===== src/hdl/sliding_window_image_filter_assert.svh =====
// Assertion macros for the sliding window image filter.
// Needs a clock named clk and a synchronous active-low reset named rst_n in scope.
`ifndef SLIDING_WINDOW_IMAGE_FILTER_ASSERT_SVH
`define SLIDING_WINDOW_IMAGE_FILTER_ASSERT_SVH

// Checks that a condition holds at every clock edge outside reset.
`define SWIF_ASSERT_ALWAYS(lbl, cond, msg) \
  lbl: assert property (@(posedge clk) disable iff (!rst_n) (cond)) else $error(msg);

// Checks that a trigger is followed by a consequence on the next clock.
`define SWIF_ASSERT_NEXT(lbl, trig, cons, msg) \
  lbl: assert property (@(posedge clk) disable iff (!rst_n) (trig) |=> (cons)) else $error(msg);

`endif


===== src/hdl/swif_pkg.sv =====
// Package for the sliding window image filter: widths, codes and shared types.
// Has no dependencies; every module of the filter imports it.
`timescale 1ns / 1ps

package swif_pkg;

  localparam int SWIF_MAX_WIDTH  = 1024;
  localparam int SWIF_MAX_HEIGHT = 1024;
  localparam int SWIF_MAX_FILTER = 5;

  localparam int PIX_W      = 16;
  localparam int PROD_W     = 32;
  localparam int SUM_W      = 36;
  localparam int POS_W      = 10;
  localparam int CIDX_W     = 5;
  localparam int CFG_DIM_W  = 11;
  localparam int CFG_K_W    = 3;
  localparam int CFG_IDX_W  = 2;

  typedef enum logic [CFG_IDX_W-1:0] {
    CFG_IMAGE_WIDTH  = 2'd0,
    CFG_IMAGE_HEIGHT = 2'd1,
    CFG_FILTER_SIZE  = 2'd2
  } cfg_reg_t;

  localparam logic OP_COEF  = 1'b0;
  localparam logic OP_PIXEL = 1'b1;

  typedef struct packed {
    logic en;
    logic shift;
  } swif_cell_ctl_t;

endpackage


===== src/hdl/swif_cell.sv =====
// One window column cell: holds a column of pixels, passes it to its neighbor,
// and forms the registered products and column sum. Depends on swif_pkg.
`timescale 1ns / 1ps

module swif_cell import swif_pkg::*; #(
  parameter int ROWS = SWIF_MAX_FILTER
) (
  input  logic                             clk,
  input  swif_cell_ctl_t                   ctl,
  input  logic [ROWS-1:0][PIX_W-1:0]       col_in,
  input  logic [ROWS-1:0][PIX_W-1:0]       coef,
  output logic [ROWS-1:0][PIX_W-1:0]       col_out,
  output logic signed [SUM_W-1:0]          col_sum
);

  logic [ROWS-1:0][PIX_W-1:0] pix_r;
  logic signed [PROD_W-1:0]   prod_r [ROWS];
  logic signed [SUM_W-1:0]    sum_nxt;
  logic signed [SUM_W-1:0]    sum_r;

  always_ff @(posedge clk) begin
    if (ctl.en && ctl.shift) begin
      pix_r <= col_in;
    end
  end

  // A tap outside the filter in use has a zero coefficient, and its pixel may never
  // have been written, so its product is forced to zero.
  always_ff @(posedge clk) begin
    if (ctl.en) begin
      for (int i = 0; i < ROWS; i++) begin
        if (coef[i] == '0) begin
          prod_r[i] <= '0;
        end else begin
          prod_r[i] <= $signed(pix_r[i]) * $signed(coef[i]);
        end
      end
      sum_r <= sum_nxt;
    end
  end

  always_comb begin
    sum_nxt = '0;
    for (int i = 0; i < ROWS; i++) begin
      sum_nxt = sum_nxt + SUM_W'(prod_r[i]);
    end
  end

  assign col_out = pix_r;
  assign col_sum = sum_r;

endmodule


===== config.mk =====
export PLATFORM = sky130hd
export DESIGN_NAME = swif_cell
export DESIGN_NICKNAME = d
export VERILOG_FILES = /design/src/hdl/sliding_window_image_filter_assert.svh /design/src/hdl/swif_pkg.sv /design/src/hdl/swif_cell.sv
export SDC_FILE = /design/constraint.sdc
export NUM_CORES = 2
export LEC_CHECK = 0
export BUFFER_PORTS_ARGS = -buffer_cell sky130_fd_sc_hd__buf_2
export CORE_MARGIN = 4
export CORE_UTILIZATION = 55
export DETAILED_ROUTE_END_ITERATION = 10
export PLACE_DENSITY = 0.72
export RECOVER_POWER = 25
export SYNTH_ARGS = -nofsm -noshare
export SYNTH_HDL_FRONTEND = slang
export SYNTH_SLANG_ARGS = --single-unit

===== constraint.sdc =====
create_clock -name clk -period 14.67 [get_ports clk]
set_input_delay 2.2005 -clock clk [delete_from_list [all_inputs] [get_ports clk]]
set_output_delay 2.2005 -clock clk [all_outputs]
set_load 0.05 [all_outputs]

=== Yosys cells after proc, flatten, opt, wreduce, memory -nomap -nowiden ===
Memories as Yosys holds them, arrays and structs flattened.
Cells that the tools add are included.

* Add/subtract/negate cells: 4
* Multipliers: 5
* Mux-type cells: 35
* Bitwise logic cells: 5
* Reduce and logical (&&, ||, !) cells: 6

{| class="wikitable"
|+ Operators with widths
! cell !! number
|-
| $mul 16x16->32 || 5
|-
| $mux 32 || 5
|-
| $logic_not 16->1 || 5
|-
| $add 35x32->36 || 1
|-
| $add 34x32->35 || 1
|-
| $add 33x32->34 || 1
|-
| $add 32x32->33 || 1
|-
| $mux 1 || 30
|-
| $or 1x1->1 || 5
|-
| $logic_and 1x1->1 || 1
|}

* Register bits: 116
* RAM bits: 160
* Memories: 1

{| class="wikitable"
|+ Memory list
! name !! words !! bits a word !! rd ports !! clocked after Yosys merged registers in !! write ports !! RTL line !! text
|-
| prod_r || 5 || 32 || 5 || 0 || 5 || swif_cell.sv:17 || <nowiki>logic signed [PROD_W-1:0] prod_r [ROWS];</nowiki>
|}

=== Logic depth before layout (Yosys ltp) ===
* Depth in word-level cells: 5
* Gate-level depth with buffers: 25
* Mapped depth without buffers: 24

=== Least setup slack after synthesis ===
OpenSTA, ideal clock, no wires.

* Path type: input port to flip-flop
* From: in coef[7] (netlist name)
* To: mem prod_r[0][28], data pin
* Setup time: 0.266 ns
* Arrival time: 7.848 ns
* Slack: 6.556 ns
* Cell stages on the path: 22
* Cell sequence: clkbuf_1 -> clkbuf_1 -> nand2_1 -> fa_1 -> inv_1 -> fa_1 -> fa_1 -> fa_1 -> fa_1 -> inv_1 -> fa_1 -> inv_1 -> ha_1 -> a21o_1 -> a211o_1 -> nor2_1 -> a31oi_2 -> a21o_1 -> a221o_1 -> a31oi_1 -> xor2_1 -> nor2_1

{| class="wikitable"
|+ RTL lines
! element !! RTL line !! text
|-
| start: declaration || swif_cell.sv:11 || <nowiki>input logic [ROWS-1:0][PIX_W-1:0] coef,</nowiki>
|-
| end: declaration || swif_cell.sv:17 ||
|}

==> metrics.txt <==
first-pass GRT wire length=around 250,000 um; core box area=111,000 um2; fin crit share=around two thirds; Most common cell on crit path=clkbuf_1; ranking of synthesized cells by area=fa_1 46%, edfxtp_1 13%, ha_1 9.1%; Hold Path Sink=col_sum[0]; drt first pass iters=8; Max stage delay on crit path=around 3.5 ns; share of layout cells above drive strength 1=under 10%; H-tree depth=2; max-slew violation count=approximately 160; Root Buffer=clkbuf_16; pin count of the biggest net entering global routing=103; P&R area growth vs syn=6.25%; final setup skew=about 0.024 ns; Seq/Total Area, Yosys=around 13%; Hold Path Cell Cnt=1; placed wire-length estimate=121,000 um; CTS sink cnt=276; number of max-cap violations=2; reg2reg end=prod_r[1][31]; slowest CP cell=clkbuf_1; DR vias/cell=roughly 5.4; flops & latches, synth=around 280; via count of the first global-routing pass=46,160; Gates resized, CTS repair=0; Post-Synthesis Cells=around 6,100; r2r setup slk=approximately 7.7 ns; worst hold path type=register to register; sum of negative setup slack=0 ns; DR WL/cell=between 15 and 20 um; worst path buffer plus inverter count=2; failing checks=max-capacitance violations, max-slew violations; Rel. slew slack=-245%; clk buf depth=3; largest area contributor in the synthesized netlist=fa_1; port bufs=278; crit-path max FO=102; Worst-Margin Slew=approximately 5.2 ns; Final ANT Viol Nets=0; CP Launch Type=primary input; syn avg cell area=between 10 and 15 um2; final hold violation count=0; initial antenna violation count=2; syn_nets=just over 8,000; TritonCTS clock tree=yes; Fmax achieved=between 100 and 150 MHz; critical path class=primary input to register; Hold Buf Count CTS=0; hold path start=prod_r[0][0]; Routability Congestion=about 0.90; DR vias=42,050; Post-synth EDFFs=~280; Setup Buffers After CTS=0; IO Pins=about 280; Worst Setup End Kind=register; gr ovfl total=0; Die Y=roughly 340 um; Die X-Extent=roughly 340 um; CP Cell Sequence=clkbuf_1, clkbuf_1, nand2_1, a2111oi_0; clock slew at reported path FFs=0.06 ns; Worst Reg-to-Reg Cells=22; post-synth top area share=a little under half; RSZ-0062 raised after global routing=no; Synthesis Warnings=0; Synth cell types=73; asr flop ratio synth=0%; worst r2r src=col_out[23]; fin nets=~8,300; CTS buffer count=39; Total GRT Usage=a little over a quarter; Primary FF master, synth=edfxtp_1; status=finished, violations left; worst skew pair latency=~0.60 ns; family with the most delay on the worst path=buffers and inverters; Tmin final=approximately 9.8 ns; routed wire length=approximately 150,000 um; # DRC=0; FILL cells=~9,500; DR iter-0 viols=roughly 2,600; worst path arrival time=about 10 ns; Rows=around 120; Final Setup Violations=0; Mapped Area=~60,000 um2; die area=approximately 120,000 um2; CP required=around 15 ns; starting density of the core=a little under three fifths
sequential cells by signal, indices dropped and copies added, names as in the netlist:
register,count
col_sum,36
prod_r,160
col_out,80
cells in the mapped netlist (all sizes together), types with 5 or more instances:
cell type / count
and2: 616
ha: 446
nand2b: 38
a21boi: 5
nor3: 32
a211oi: 29
nand3: 23
o2111ai: 9
o211ai: 14
or3: 6
nor3b: 5
fa: 1408
clkbuf: 191
o31ai: 9
xnor2: 122
xor2: 66
o21a: 31
o21bai: 23
a21oi: 129
nor2b: 18
nand4: 13
edfxtp: 276
inv: 1449
o22ai: 6
nor2: 228
a31oi: 20
a221oi: 5
nor4: 26
o21ai: 79
a21o: 72
and3: 37
nand2: 663
layout by cell type, fill, tap and decap left out, types with 25 or more instances in the layout:
cell,instances
o21ai_0,77
a21oi_1,127
ha_1,446
nor4_1,25
and2_1,615
clkbuf_16,41
nand2b_1,38
a21o_1,72
buf_2,275
xnor2_1,122
o21a_1,31
and3_1,37
nor2_1,228
edfxtp_1,276
xor2_1,66
nor3_1,32
nand2_1,663
a211oi_1,26
inv_1,1449
fa_1,1408
through the flow:
step                      util, %  worst slack (ns)  cells  instance area, um2  hold WS (ns)
after floorplan                 -              6.56   6148               61500         0.526
after global placement       57.8              6.15   7722               64100         0.569
after detailed placement     57.8              6.00   7722               64100         0.564
after CTS                    59.0              6.66   7792               65400         0.590
after global routing         59.0              4.15   7793               65400         0.601
final                        59.0              4.92   7793               65400         0.579
metal layers:
metal | up-vias | part of all wire (%) | global-route usage (%)
met5 | - | 0 | 0
met4 | 0 | 2.6 | 6.58
met1 | 21666 | 41 | 36.6
li1 | 18710 | - | -
met3 | 235 | 7.1 | 4.37
met2 | 1439 | 49 | 44.6
final cells by class:
| type | count | area (um2) | share of cell area [%] |
|---|---|---|---|
| Multi-Input combinational cell | 4227 | 47100 | 72.0 |
| Sequential cell | 276 | 8290 | 12.7 |
| Inverter | 1450 | 5440 | 8.33 |
| Tap cell | 1488 | 1860 | 2.85 |
| Timing Repair Buffer | 281 | 1410 | 2.15 |
| Clock buffer | 43 | 1030 | 1.58 |
| Clock inverter | 27 | 275 | 0.421 |
| Antenna cell | 1 | 2.50 | 0.00383 |
how the worst max path moves through the flow:
stage | start | end | cells after the start
global route | ctl[1] | prod_r[2][12] | 4
CTS | coef[65] | prod_r[4][31] | 19
detailed placement | coef[65] | prod_r[4][31] | 19
global placement | coef[65] | prod_r[4][31] | 19
floorplan | coef[7] | prod_r[0][28] | 22
finish | ctl[1] | prod_r[2][12] | 4
logic make-up (layout without fill, tap and decap cells):
family | count (synthesis) | after routing | synth area share [%]
AND/OR/NAND/NOR | 1714 | 1714 | 13.7
other | 0 | 1 | 0
flip-flops | 276 | 276 | 13.5
adder cells (fa/ha/maj) | 1854 | 1854 | 54.9
multiplexers | 2 | 2 | 0.0325
XOR/XNOR | 188 | 188 | 2.68
AO/OA/AOI/OAI | 469 | 469 | 5.14
buffers and inverters | 1645 | 1801 | 10.0
Power is left out: the tool's default activity adds up to more than one toggle a clock period on the data nets, which glitch-free logic cannot reach.
